<file path="config.mk">
export PLATFORM = sky130hd
export DESIGN_NAME = floppy_data_separator_pll_core
export DESIGN_NICKNAME = d
export VERILOG_FILES = /design/src/design/fdsp_pkg.sv /design/src/design/fdsp_front.sv /design/src/design/fdsp_back.sv /design/src/design/floppy_data_separator_pll_core.sv
export VERILOG_INCLUDE_DIRS = /design/src /design/src/design
export SDC_FILE = /design/constraint.sdc
export NUM_CORES = 2
export LEC_CHECK = 0
export ABC_AREA = 1
export BUFFER_PORTS_ARGS = -buffer_cell sky130_fd_sc_hd__buf_4
export CAP_MARGIN = 20
export CORE_ASPECT_RATIO = 1.5
export CORE_MARGIN = 4
export CORE_UTILIZATION = 26
export CTS_CLUSTER_DIAMETER = 120
export DETAILED_ROUTE_END_ITERATION = 10
export GPL_ROUTABILITY_DRIVEN = 0
export GPL_TIMING_DRIVEN = 1
export PLACE_DENSITY = 0.42
export SLEW_MARGIN = 10
export SYNTH_ARGS = -nofsm -noshare
export SYNTH_HDL_FRONTEND = slang
export SYNTH_SLANG_ARGS = --single-unit
</file>
<file path="constraint.sdc">
create_clock -name i_clk -period 16.87 [get_ports i_clk]
set_input_delay 5.061 -clock i_clk [delete_from_list [all_inputs] [get_ports i_clk]]
set_output_delay 5.061 -clock i_clk [all_outputs]
set_load 0.05 [all_outputs]
</file>
<file path="src/design/floppy_data_separator_pll_core_macros.svh">
// Assertion macros for the data separator core
`ifndef FLOPPY_DATA_SEPARATOR_PLL_CORE_MACROS_SVH
`define FLOPPY_DATA_SEPARATOR_PLL_CORE_MACROS_SVH

`ifndef SYNTH
`define FDSP_ASSERT_IMPL(label, ante, cons) \
    label: assert property (@(posedge i_clk) disable iff (!i_rst_n) (ante) |-> (cons)) \
        else $error("assertion failed");
`define FDSP_ASSERT_NEXT(label, ante, cons) \
    label: assert property (@(posedge i_clk) disable iff (!i_rst_n) (ante) |=> (cons)) \
        else $error("assertion failed");
`else
`define FDSP_ASSERT_IMPL(label, ante, cons)
`define FDSP_ASSERT_NEXT(label, ante, cons)
`endif

`endif

</file>
<file path="src/design/fdsp_pkg.sv">
package fdsp_pkg;

    localparam int FRAC_BITS  = 8;
    localparam int POS_BITS   = 32;
    localparam int GAIN_SHIFT = 8;

    localparam int CELL_W    = 16;
    localparam int GAIN_W    = 9;
    localparam int MINR_W    = 9;
    localparam int MAXR_W    = 10;
    localparam int CFG_W     = 16;
    localparam int CFG_IDX_W = 3;

    localparam int TICKS_W  = 20;
    localparam int PERIOD_W = 17;
    localparam int PHASE_W  = 18;
    localparam int HIST_W   = 8;
    localparam int DELTA_W  = TICKS_W;
    localparam int PROD_W   = 38;
    localparam int DIVCNT_W = 6;

    localparam int FIFO_DEPTH = 2;
    localparam int FIFO_PTR_W = 1;
    localparam int FIFO_CNT_W = 2;

    localparam logic [1:0] OPC_TICK = 2'd0;
    localparam logic [1:0] OPC_FLUX = 2'd1;

    localparam logic [CELL_W-1:0] CELL_SIZE_RST   = 16'd12800;
    localparam logic [GAIN_W-1:0] PHASE_GAIN_RST  = 9'd166;
    localparam logic [GAIN_W-1:0] PERIOD_GAIN_RST = 9'd13;
    localparam logic [MINR_W-1:0] MIN_RATIO_RST   = 9'd192;
    localparam logic [MAXR_W-1:0] MAX_RATIO_RST   = 10'd320;

    localparam logic [PERIOD_W-1:0] PERIOD_MAX = {PERIOD_W{1'b1}};
    localparam logic [PHASE_W-1:0]  PHASE_MAX  = {1'b0, {(PHASE_W-1){1'b1}}};
    localparam logic [PHASE_W-1:0]  PHASE_MIN  = {1'b1, {(PHASE_W-1){1'b0}}};
    localparam logic [TICKS_W-1:0]  TICKS_MIN  = {1'b1, {(TICKS_W-1){1'b0}}};
    localparam logic [HIST_W-1:0]   HIST_MAX   = {1'b0, {(HIST_W-1){1'b1}}};
    localparam logic [HIST_W-1:0]   HIST_MIN   = {1'b1, {(HIST_W-1){1'b0}}};

    typedef enum logic [CFG_IDX_W-1:0] {
        CFG_CELL_SIZE   = 3'd0,
        CFG_PHASE_GAIN  = 3'd1,
        CFG_PERIOD_GAIN = 3'd2,
        CFG_MIN_RATIO   = 3'd3,
        CFG_MAX_RATIO   = 3'd4
    } t_cfg_idx;

    typedef enum logic [1:0] {
        OP_TICK,
        OP_FLUX,
        OP_RESTART
    } t_op_kind;

    typedef struct packed {
        t_op_kind              kind;
        logic [POS_BITS-1:0]   pos;
    } t_item;

    typedef struct packed {
        logic [CELL_W-1:0] cell_size;
        logic [GAIN_W-1:0] phase_gain;
        logic [GAIN_W-1:0] period_gain;
        logic [MINR_W-1:0] min_ratio;
        logic [MAXR_W-1:0] max_ratio;
    } t_cfg;

    typedef enum logic [2:0] {
        ST_IDLE,
        ST_PHASE,
        ST_BASE,
        ST_MUL,
        ST_LOAD,
        ST_DIV,
        ST_ADJ,
        ST_TICK
    } t_state;

endpackage

</file>
<file path="src/design/fdsp_front.sv">
module fdsp_front
    import fdsp_pkg::*;
(
    input  logic                i_clk,
    input  logic                i_rst_n,
    input  logic                i_in_valid,
    output logic                o_in_ready,
    input  logic [1:0]          i_opcode,
    input  logic [POS_BITS-1:0] i_position,
    output logic                o_item_valid,
    input  logic                i_item_ready,
    output t_item               o_item
);

    t_item                 r_mem [FIFO_DEPTH];
    logic [FIFO_PTR_W-1:0] r_wr_ptr;
    logic [FIFO_PTR_W-1:0] r_rd_ptr;
    logic [FIFO_CNT_W-1:0] r_count;
    t_item                 w_item;
    logic                  w_push;
    logic                  w_pop;

    always_comb begin
        w_item.pos = i_position;
        if (i_opcode[1]) begin
            w_item.kind = OP_RESTART;
        end else if (i_opcode == OPC_FLUX) begin
            w_item.kind = OP_FLUX;
        end else begin
            w_item.kind = OP_TICK;
        end
    end

    assign o_in_ready   = (r_count != FIFO_CNT_W'(FIFO_DEPTH));
    assign o_item_valid = (r_count != '0);
    assign o_item       = r_mem[r_rd_ptr];
    assign w_push       = i_in_valid && o_in_ready;
    assign w_pop        = o_item_valid && i_item_ready;

    always_ff @(posedge i_clk) begin
        if (!i_rst_n) begin
            r_wr_ptr <= '0;
            r_rd_ptr <= '0;
            r_count  <= '0;
        end else begin
            if (w_push) begin
                r_wr_ptr <= r_wr_ptr + 1'b1;
            end
            if (w_pop) begin
                r_rd_ptr <= r_rd_ptr + 1'b1;
            end
            if (w_push && !w_pop) begin
                r_count <= r_count + 1'b1;
            end else if (!w_push && w_pop) begin
                r_count <= r_count - 1'b1;
            end
        end
    end

    always_ff @(posedge i_clk) begin
        if (w_push) begin
            r_mem[r_wr_ptr] <= w_item;
        end
    end

endmodule

</file>
<file path="src/design/fdsp_back.sv">
module fdsp_back
    import fdsp_pkg::*;
(
    input  logic                i_clk,
    input  logic                i_rst_n,
    input  t_cfg                i_cfg,
    input  logic                i_item_valid,
    output logic                o_item_ready,
    input  t_item               i_item,
    output logic                o_out_valid,
    input  logic                i_out_ready,
    output logic                o_data_bit,
    output logic [POS_BITS-1:0] o_bit_position
);

    t_state                      r_state, n_state;
    logic signed [TICKS_W-1:0]   r_ticks, n_ticks;
    logic [PERIOD_W-1:0]         r_period, n_period;
    logic signed [PHASE_W-1:0]   r_phase, n_phase;
    logic signed [HIST_W-1:0]    r_hist, n_hist;
    logic                        r_hit, n_hit;
    logic [POS_BITS-1:0]         r_pos, n_pos;
    logic signed [DELTA_W-1:0]   r_delta, n_delta;
    logic [PERIOD_W-1:0]         r_base, n_base;
    logic [PERIOD_W-1:0]         r_lo, n_lo;
    logic [PERIOD_W-1:0]         r_hi, n_hi;
    logic signed [PROD_W-1:0]    r_prod, n_prod;
    logic [PROD_W-1:0]           r_quo, n_quo;
    logic [PERIOD_W-1:0]         r_rem, n_rem;
    logic                        r_neg, n_neg;
    logic [DIVCNT_W-1:0]         r_cnt, n_cnt;
    logic                        r_out_valid, n_out_valid;
    logic                        r_out_bit, n_out_bit;
    logic [POS_BITS-1:0]         r_out_pos, n_out_pos;

    logic                        w_slot_free;
    logic                        w_pop;
    logic [POS_BITS-1:0]         w_tick_pos;
    logic signed [TICKS_W:0]     w_tick_dec;
    logic signed [TICKS_W-1:0]   w_tick_sat;
    logic                        w_end;
    logic signed [TICKS_W-1:0]   w_reload;
    logic                        w_ticks_pos;
    logic signed [DELTA_W-1:0]   w_delta;
    logic signed [DELTA_W+9:0]   w_pprod;
    logic signed [DELTA_W+10:0]  w_prnd;
    logic signed [DELTA_W+2:0]   w_pshift;
    logic signed [PHASE_W-1:0]   w_psat;
    logic signed [HIST_W-1:0]    w_hist_new;
    logic                        w_hist_big;
    logic [CELL_W+GAIN_W-1:0]    w_base_prod;
    logic [CELL_W+MINR_W-1:0]    w_lo_prod;
    logic [CELL_W+MAXR_W-1:0]    w_hi_prod;
    logic signed [PROD_W-1:0]    w_prod;
    logic [PERIOD_W:0]           w_rem_sh;
    logic [PERIOD_W:0]           w_rem_diff;
    logic                        w_ge;
    logic signed [PROD_W:0]      w_step;
    logic signed [PROD_W+1:0]    w_sum;
    logic [PERIOD_W-1:0]         w_per_sat;
    logic [PERIOD_W-1:0]         w_per;

    assign w_slot_free = !r_out_valid || i_out_ready;
    assign w_pop       = i_item_valid && o_item_ready;

    // tick
    assign w_tick_pos = (r_state == ST_IDLE) ? i_item.pos : r_pos;
    assign w_tick_dec = {r_ticks[TICKS_W-1], r_ticks} - (TICKS_W+1)'(1 << FRAC_BITS);
    assign w_tick_sat = (w_tick_dec[TICKS_W] != w_tick_dec[TICKS_W-1]) ? TICKS_MIN
                                                                       : w_tick_dec[TICKS_W-1:0];
    assign w_end      = w_tick_sat[TICKS_W-1] || (w_tick_sat == '0);
    assign w_reload   = $signed({{(TICKS_W-PERIOD_W){1'b0}}, r_period})
                      + $signed({{(TICKS_W-PHASE_W){r_phase[PHASE_W-1]}}, r_phase});

    // phase
    assign w_ticks_pos = !r_ticks[TICKS_W-1] && (r_ticks != '0);
    assign w_delta  = $signed({{(DELTA_W-PERIOD_W+1){1'b0}}, r_period[PERIOD_W-1:1]}) - r_ticks;
    assign w_pprod  = $signed({1'b0, i_cfg.phase_gain}) * w_delta;
    assign w_prnd   = $signed({w_pprod[DELTA_W+9], w_pprod})
                    + $signed((DELTA_W+11)'(1 << (GAIN_SHIFT-1)));
    assign w_pshift = w_prnd[DELTA_W+10:GAIN_SHIFT];
    assign w_psat   = ((&w_pshift[DELTA_W+2:PHASE_W-1]) || !(|w_pshift[DELTA_W+2:PHASE_W-1]))
                    ? w_pshift[PHASE_W-1:0]
                    : (w_pshift[DELTA_W+2] ? PHASE_MIN : PHASE_MAX);

    always_comb begin
        if (w_delta[DELTA_W-1]) begin
            if (r_hist[HIST_W-1]) begin
                w_hist_new = (r_hist != HIST_MIN) ? r_hist - 8'sd1 : r_hist;
            end else begin
                w_hist_new = -8'sd1;
            end
        end else if (w_delta != '0) begin
            if (!r_hist[HIST_W-1] && (r_hist != '0)) begin
                w_hist_new = (r_hist != HIST_MAX) ? r_hist + 8'sd1 : r_hist;
            end else begin
                w_hist_new = 8'sd1;
            end
        end else begin
            w_hist_new = '0;
        end
    end
    assign w_hist_big = (w_hist_new >= 8'sd2) || (w_hist_new <= -8'sd2);

    // period adjust
    assign w_base_prod = i_cfg.cell_size * i_cfg.period_gain;
    assign w_lo_prod   = i_cfg.cell_size * i_cfg.min_ratio;
    assign w_hi_prod   = i_cfg.cell_size * i_cfg.max_ratio;
    assign w_prod      = $signed({1'b0, r_base}) * r_delta;

    assign w_rem_sh   = {r_rem, r_quo[PROD_W-1]};
    assign w_rem_diff = w_rem_sh - {1'b0, r_period};
    assign w_ge       = (w_rem_sh >= {1'b0, r_period});

    always_comb begin
        if (r_quo == '0) begin
            w_step = r_hist[HIST_W-1] ? -(PROD_W+1)'(1) : (PROD_W+1)'(1);
        end else if (r_neg) begin
            w_step = -$signed({1'b0, r_quo});
        end else begin
            w_step = $signed({1'b0, r_quo});
        end
    end
    assign w_sum = $signed({{(PROD_W+2-PERIOD_W){1'b0}}, r_period})
                 + $signed({w_step[PROD_W], w_step});

    always_comb begin
        if (w_sum[PROD_W+1]) begin
            w_per_sat = '0;
        end else if (|w_sum[PROD_W:PERIOD_W]) begin
            w_per_sat = PERIOD_MAX;
        end else begin
            w_per_sat = w_sum[PERIOD_W-1:0];
        end
        if (w_per_sat < r_lo) begin
            w_per = r_lo;
        end else if (w_per_sat > r_hi) begin
            w_per = r_hi;
        end else begin
            w_per = w_per_sat;
        end
    end

    // next state
    always_comb begin
        n_state = r_state;
        unique case (r_state)
            ST_IDLE: begin
                if (w_pop && (i_item.kind == OP_FLUX)) begin
                    n_state = ST_PHASE;
                end
            end
            ST_PHASE: begin
                n_state = (w_ticks_pos && w_hist_big) ? ST_BASE : ST_TICK;
            end
            ST_BASE: n_state = ST_MUL;
            ST_MUL:  n_state = ST_LOAD;
            ST_LOAD: begin
                n_state = (r_period == '0) ? ST_ADJ : ST_DIV;
            end
            ST_DIV: begin
                if (r_cnt == DIVCNT_W'(PROD_W-1)) begin
                    n_state = ST_ADJ;
                end
            end
            ST_ADJ:  n_state = ST_TICK;
            ST_TICK: n_state = ST_IDLE;
            default: n_state = ST_IDLE;
        endcase
    end

    // datapath and outputs
    always_comb begin
        o_item_ready = (r_state == ST_IDLE) && w_slot_free;
        n_ticks     = r_ticks;
        n_period    = r_period;
        n_phase     = r_phase;
        n_hist      = r_hist;
        n_hit       = r_hit;
        n_pos       = r_pos;
        n_delta     = r_delta;
        n_base      = r_base;
        n_lo        = r_lo;
        n_hi        = r_hi;
        n_prod      = r_prod;
        n_quo       = r_quo;
        n_rem       = r_rem;
        n_neg       = r_neg;
        n_cnt       = r_cnt;
        n_out_valid = r_out_valid && !i_out_ready;
        n_out_bit   = r_out_bit;
        n_out_pos   = r_out_pos;

        unique case (r_state)
            ST_IDLE: begin
                if (w_pop) begin
                    n_pos = i_item.pos;
                    unique case (i_item.kind)
                        OP_RESTART: begin
                            n_ticks  = $signed({{(TICKS_W-CELL_W){1'b0}}, i_cfg.cell_size});
                            n_period = {{(PERIOD_W-CELL_W){1'b0}}, i_cfg.cell_size};
                            n_phase  = '0;
                            n_hist   = '0;
                            n_hit    = 1'b0;
                        end
                        OP_TICK: begin
                            n_ticks = w_end ? w_reload : w_tick_sat;
                            if (w_end) begin
                                n_out_valid = 1'b1;
                                n_out_bit   = r_hit;
                                n_out_pos   = w_tick_pos;
                                n_hit       = 1'b0;
                            end
                        end
                        OP_FLUX: begin
                        end
                        default: begin
                        end
                    endcase
                end
            end
            ST_PHASE: begin
                if (!w_ticks_pos) begin
                    n_phase = '0;
                end else begin
                    n_delta = w_delta;
                    n_phase = w_psat;
                    n_hit   = 1'b1;
                    n_hist  = w_hist_new;
                end
            end
            ST_BASE: begin
                n_base = w_base_prod[CELL_W+GAIN_W-1:GAIN_SHIFT];
                n_lo   = w_lo_prod[CELL_W+MINR_W-1:GAIN_SHIFT];
                n_hi   = w_hi_prod[CELL_W+MAXR_W-1] ? PERIOD_MAX
                                                    : w_hi_prod[CELL_W+MAXR_W-2:GAIN_SHIFT];
            end
            ST_MUL: begin
                n_prod = w_prod;
            end
            ST_LOAD: begin
                n_neg = r_prod[PROD_W-1];
                n_quo = r_prod[PROD_W-1] ? PROD_W'(-r_prod) : PROD_W'(r_prod);
                n_rem = '0;
                n_cnt = '0;
                if (r_period == '0) begin
                    n_quo = '0;
                end
            end
            ST_DIV: begin
                n_rem = w_ge ? w_rem_diff[PERIOD_W-1:0] : w_rem_sh[PERIOD_W-1:0];
                n_quo = {r_quo[PROD_W-2:0], w_ge};
                n_cnt = r_cnt + 1'b1;
            end
            ST_ADJ: begin
                n_period = w_per;
            end
            ST_TICK: begin
                n_ticks = w_end ? w_reload : w_tick_sat;
                if (w_end) begin
                    n_out_valid = 1'b1;
                    n_out_bit   = r_hit;
                    n_out_pos   = w_tick_pos;
                    n_hit       = 1'b0;
                end
            end
            default: begin
            end
        endcase
    end

    always_ff @(posedge i_clk) begin
        if (!i_rst_n) begin
            r_state     <= ST_IDLE;
            r_ticks     <= $signed({{(TICKS_W-CELL_W){1'b0}}, CELL_SIZE_RST});
            r_period    <= {{(PERIOD_W-CELL_W){1'b0}}, CELL_SIZE_RST};
            r_phase     <= '0;
            r_hist      <= '0;
            r_hit       <= 1'b0;
            r_cnt       <= '0;
            r_out_valid <= 1'b0;
        end else begin
            r_state     <= n_state;
            r_ticks     <= n_ticks;
            r_period    <= n_period;
            r_phase     <= n_phase;
            r_hist      <= n_hist;
            r_hit       <= n_hit;
            r_cnt       <= n_cnt;
            r_out_valid <= n_out_valid;
        end
    end

    always_ff @(posedge i_clk) begin
        r_pos     <= n_pos;
        r_delta   <= n_delta;
        r_base    <= n_base;
        r_lo      <= n_lo;
        r_hi      <= n_hi;
        r_prod    <= n_prod;
        r_quo     <= n_quo;
        r_rem     <= n_rem;
        r_neg     <= n_neg;
        r_out_bit <= n_out_bit;
        r_out_pos <= n_out_pos;
    end

    assign o_out_valid    = r_out_valid;
    assign o_data_bit     = r_out_bit;
    assign o_bit_position = r_out_pos;

endmodule

</file>
<file path="src/design/floppy_data_separator_pll_core.sv">
// Digital PLL data separator for floppy flux samples. Each input transaction is one sample
// tick (plain, ending a flux interval with a transition, or restart) and yields at most one
// recovered bit with the position tag of the tick that closed its window. Ticks enter a
// two-entry queue and the loop engine drains it: a plain tick or restart is done on pop,
// a transition passes the phase and tick states, and one that adjusts the period also
// passes base, mul, load, a 38-step radix-2 divide forming the period step, and adjust.
// It pulls ticks only when the output register is free or being emptied. Config is read
// live; the user must use the write port only while the core is idle; this is unchecked.
`include "floppy_data_separator_pll_core_macros.svh"

module floppy_data_separator_pll_core
    import fdsp_pkg::*;
(
    input  logic                 i_clk,
    input  logic                 i_rst_n,
    input  logic                 i_cfg_we,
    input  logic [CFG_IDX_W-1:0] i_cfg_index,
    input  logic [CFG_W-1:0]     i_cfg_data,
    input  logic                 i_in_valid,
    output logic                 o_in_ready,
    input  logic [1:0]           i_opcode,
    input  logic [POS_BITS-1:0]  i_position,
    output logic                 o_out_valid,
    input  logic                 i_out_ready,
    output logic                 o_data_bit,
    output logic [POS_BITS-1:0]  o_bit_position
);

    t_cfg  r_cfg;
    logic  w_item_valid;
    logic  w_item_ready;
    t_item w_item;
    logic  w_item_pop;

    assign w_item_pop = w_item_valid && w_item_ready;

    always_ff @(posedge i_clk) begin
        if (!i_rst_n) begin
            r_cfg.cell_size   <= CELL_SIZE_RST;
            r_cfg.phase_gain  <= PHASE_GAIN_RST;
            r_cfg.period_gain <= PERIOD_GAIN_RST;
            r_cfg.min_ratio   <= MIN_RATIO_RST;
            r_cfg.max_ratio   <= MAX_RATIO_RST;
        end else if (i_cfg_we) begin
            unique case (i_cfg_index)
                CFG_CELL_SIZE:   r_cfg.cell_size   <= i_cfg_data[CELL_W-1:0];
                CFG_PHASE_GAIN:  r_cfg.phase_gain  <= i_cfg_data[GAIN_W-1:0];
                CFG_PERIOD_GAIN: r_cfg.period_gain <= i_cfg_data[GAIN_W-1:0];
                CFG_MIN_RATIO:   r_cfg.min_ratio   <= i_cfg_data[MINR_W-1:0];
                CFG_MAX_RATIO:   r_cfg.max_ratio   <= i_cfg_data[MAXR_W-1:0];
                default: begin
                end
            endcase
        end
    end

    fdsp_front u_front (
        .i_clk        (i_clk),
        .i_rst_n      (i_rst_n),
        .i_in_valid   (i_in_valid),
        .o_in_ready   (o_in_ready),
        .i_opcode     (i_opcode),
        .i_position   (i_position),
        .o_item_valid (w_item_valid),
        .i_item_ready (w_item_ready),
        .o_item       (w_item)
    );

    fdsp_back u_back (
        .i_clk          (i_clk),
        .i_rst_n        (i_rst_n),
        .i_cfg          (r_cfg),
        .i_item_valid   (w_item_valid),
        .o_item_ready   (w_item_ready),
        .i_item         (w_item),
        .o_out_valid    (o_out_valid),
        .i_out_ready    (i_out_ready),
        .o_data_bit     (o_data_bit),
        .o_bit_position (o_bit_position)
    );

    `FDSP_ASSERT_IMPL(a_pop_has_room, w_item_pop, !o_out_valid || i_out_ready)
    `FDSP_ASSERT_NEXT(a_push_queued, i_in_valid && o_in_ready, w_item_valid)
    `FDSP_ASSERT_NEXT(a_restart_silent, w_item_pop && (w_item.kind == OP_RESTART), !o_out_valid)

endmodule
</file>
==> results.yml <==
clock_network:
  clk_path_buf_depth: 3
  post_cts_resized: 0
  numCtsBuffers: 53
  cts-htree-levels: 2
  cts_hold_buf: 0
  path_clk_slew_ns: 0.07
  clock_latency_ns: 0.68
  cts_setup_buffers: 0
  cts-root-buf: "clkbuf_16"
  cts_tree: "built"
  cts_sinks: 430
route:
  drtAntennaViolNets: 0
  drtIter0Drc: 2257
  routed_wl_microns: 186000
  viasPerCell: 4.55
  dr.pass1.iters: 5
  route.vias.total: 45300
  post_drt_wl_per_cell_microns: 18.7
  remaining_drc_errors: 0
worst_setup_path:
  r2r_cells: 32
  end_kind: "flop"
  rrSetupSlack_ns: 7.63
  r2r_end: "u_back.r_phase[12]$_SDFFE_PN0P_"
  crit_type: "flop to flop"
  cp_data_required_time_ns: 17.40
  r2r_start: "u_back.r_period[1]$_SDFFE_PN0P_"
  cp_max_fo: 10
  cp_common_cell: "fa_1"
  cp-start-kind: "flop"
  max_stage_delay_ns: 0.97
  arrival_ns: 9.76
  cpMaxStageDelayCell: "xor2_1"
global_route:
  antenna_found_initial: 6
  gr-total-overflow: 0
  grt_pass1_wl_microns: 287000
  grt_pass1_vias: 48500
  grt_max_degree: 62
  grt.total_usage_pct: 16.4
logic_synthesis:
  synth_edf_count: 298
  yosysSeqAreaShare_pct: 20.3
  ys_ff_latch: 430
  syn_area_per_cell_sq_um: 8.01
  ys.flop_type: "edfxtp_1"
  synth_fp_nets: 8401
  ys_types: 65
  async_reset_ff_share_pct: 0
  netlist_area_sq_um: 57000
  ys_warn_count: 0
  syn_inst: 7108
run:
  cap_violations: 0
timing:
  slew_viol_final: 0
  min_period_ns: 9.24
  worstMarginPinSlew_ns: 1.23
  maxSlewHeadroom_pct: 17.8
  worst_clock_skew_ns: 0.0752
  post-route-period-util_pct: 54.7
  hold_viol_final: 0
  hold_slack_ns: 0.469
  setup_viol: 0
  tns_ns: 0
  max_freq_mhz: 108
  fin_ws_ns: 7.63
  rsz0062_at_grt: "no"
hold_path:
  hold_depth: 2
  hold_start: "u_front.r_rd_ptr$_SDFFE_PN0P_"
  min_path_type: "flop to flop"
final_layout:
  drive_gt1_share_pct: 5.13
  fill_cells: 23700
  area_delta_synth_final_pct: 9.83
  final_area_sq_um: 62600
  nets: 8342
place:
  dp_hpwl_microns: 148000
  pre_cts_ws_ns: 7.63
  port-buffer-count: 92
  postPlaceCellArea_sq_um: 60800
floorplanning:
  start_util_pct: 26.1
  rows: 210
  die_h_microns: 581
  ios: 93
  die-area_sq_um: 227000
  core_sq_um: 218000
  die_x_microns: 390
run_status:
  status: "finished clean"
[cells in the final DEF (no fill, tap or decap), types with 11 or more instances in the layout]
| master | synthesis | routed |
|---|---|---|
| xnor2_1 | 80 | 80 |
| buf_4 | 1 | 168 |
| xor2_1 | 131 | 131 |
| a31oi_1 | 33 | 33 |
| o21bai_1 | 20 | 20 |
| mux2_2 | 32 | 32 |
| o21ai_0 | 212 | 210 |
| clkinv_1 | 14 | 22 |
| nor2_2 | 13 | 13 |
| nor2_4 | 6 | 14 |
| o22ai_1 | 29 | 29 |
| clkbuf_16 | 0 | 55 |
| nor2_1 | 428 | 420 |
| nor3_1 | 39 | 38 |
| nor4_1 | 17 | 17 |
| o211ai_1 | 26 | 26 |
| ha_1 | 438 | 438 |
| nand4_1 | 48 | 48 |
| or2_2 | 16 | 16 |
| inv_1 | 1625 | 1625 |
| nand3_1 | 216 | 216 |
| nand2_1 | 1691 | 1691 |
| nand3_2 | 11 | 11 |
| a211oi_1 | 12 | 12 |
| fa_1 | 797 | 797 |
| edfxtp_1 | 298 | 298 |
| a21oi_1 | 356 | 355 |
| dfxtp_1 | 132 | 131 |
[routing by layer]
layer	vias to the layer above	wire length, microns	share of wire, %	track usage [%]
li1	21600	-	-	-
met1	22600	72400	39	18.5
met2	900	99100	53	31.3
met3	317	5760	3.1	1.26
met4	0	9070	4.9	6.97
met5	-	0	0	0
[sequential cells by signal, indices dropped and copies added, names as in the netlist, 2 cells and up, named ones only]
signal / count
u_back.r_prod: 38
u_back.r_hist: 8
u_back.r_state: 3
u_back.r_hi: 17
u_front.r_count: 2
u_back.r_period: 17
u_back.r_pos: 32
r_cfg: 53
u_back.r_cnt: 6
u_back.r_quo: 38
u_back.r_delta: 20
u_back.o_bit_position: 32
u_back.r_lo: 17
u_back.r_rem: 17
u_back.r_ticks: 20
u_back.r_base: 17
u_front.r_mem: 68
u_back.r_phase: 18
[stage by stage]
stage | utilization (%) | instances
5_1_grt | 28.7 | 9955
2_1_floorplan | - | 7108
3_5_place_dp | 27.9 | 9856
6_report | 28.7 | 9955
4_1_cts | 28.7 | 9954
3_3_place_gp | 27.9 | 9853
[worst max path at each step]
stage                                               start  slack [ns]                            endpoint  cells past startpoint
after floorplan                               i_out_ready        8.48  u_back.o_bit_position[0]$_DFFE_PP_                      8
after global placement    u_back.r_period[1]$_SDFFE_PN0P_        7.35      u_back.r_phase[6]$_SDFFE_PN0P_                     35
after detailed placement  u_back.r_period[1]$_SDFFE_PN0P_        7.63      u_back.r_phase[2]$_SDFFE_PN0P_                     35
after CTS                 u_back.r_period[1]$_SDFFE_PN0P_        7.60      u_back.r_phase[2]$_SDFFE_PN0P_                     35
after global routing      u_back.r_period[1]$_SDFFE_PN0P_        6.92     u_back.r_phase[14]$_SDFFE_PN0P_                     35
final                     u_back.r_period[1]$_SDFFE_PN0P_        7.63     u_back.r_phase[12]$_SDFFE_PN0P_                     32
[synthesized netlist by cell type (14+ instances only)]
library cell	count	area, sq um
clkbuf_1	254	953
o21bai_1	20	150
xor2_1	131	1150
nor3_1	39	195
clkinv_1	14	52.6
nand2_1	1691	6350
edfxtp_1	298	8950
ha_1	438	5480
inv_1	1625	6100
o211ai_1	26	195
o21ai_0	212	1060
fa_1	797	16000
nand3_1	216	1080
a21oi_1	356	1780
nor4_1	17	106
xnor2_1	80	701
a31oi_1	33	206
or2_2	16	100
buf_1	14	52.6
dfxtp_1	132	2640
nand4_1	48	300
mux2_2	32	360
o22ai_1	29	181
nor2_1	428	1610
[critical path: cells and delay by family (launching register included)]
| kind | cells | cell delay [ns] |
|---|---|---|
| AOI/OAI and AO/OA | 7 | 2.11 |
| and+or+nand+nor | 9 | 1.21 |
| DFF | 1 | 0.51 |
| adders and majority gates | 8 | 3.49 |
| xor gates and xnor gates | 2 | 1.18 |
| buffers and inverters | 6 | 0.64 |
[kinds of logic (layout without fill, tap and decap cells)]
| group | Yosys count | in the layout | share of synthesized area [%] |
|---|---|---|---|
| AOI/OAI and AO/OA | 760 | 760 | 7.45 |
| buffers and inverters | 1928 | 1912 | 12.8 |
| adders and majority gates | 1235 | 1235 | 37.6 |
| xor gates and xnor gates | 211 | 211 | 3.24 |
| other | 0 | 1 | 0 |
| DFF | 430 | 430 | 20.3 |
| and+or+nand+nor | 2512 | 2512 | 17.9 |
| muxes | 32 | 32 | 0.633 |
[area by class of cell]
type | instances | area, sq um | share of cell area (%)
multi-input combinational | 4750 | 38200 | 61.0
tap | 2862 | 3580 | 5.72
timing repair buffer | 169 | 1270 | 2.03
clock inverter | 34 | 349 | 0.558
sequential | 430 | 11600 | 18.5
antenna | 1 | 2.50 | 0.00400
inverter | 1645 | 6170 | 9.87
clock buffer | 64 | 1420 | 2.27
Power is left out: the tool's default activity adds up to more than one toggle a clock period on the data nets, which glitch-free logic cannot reach.
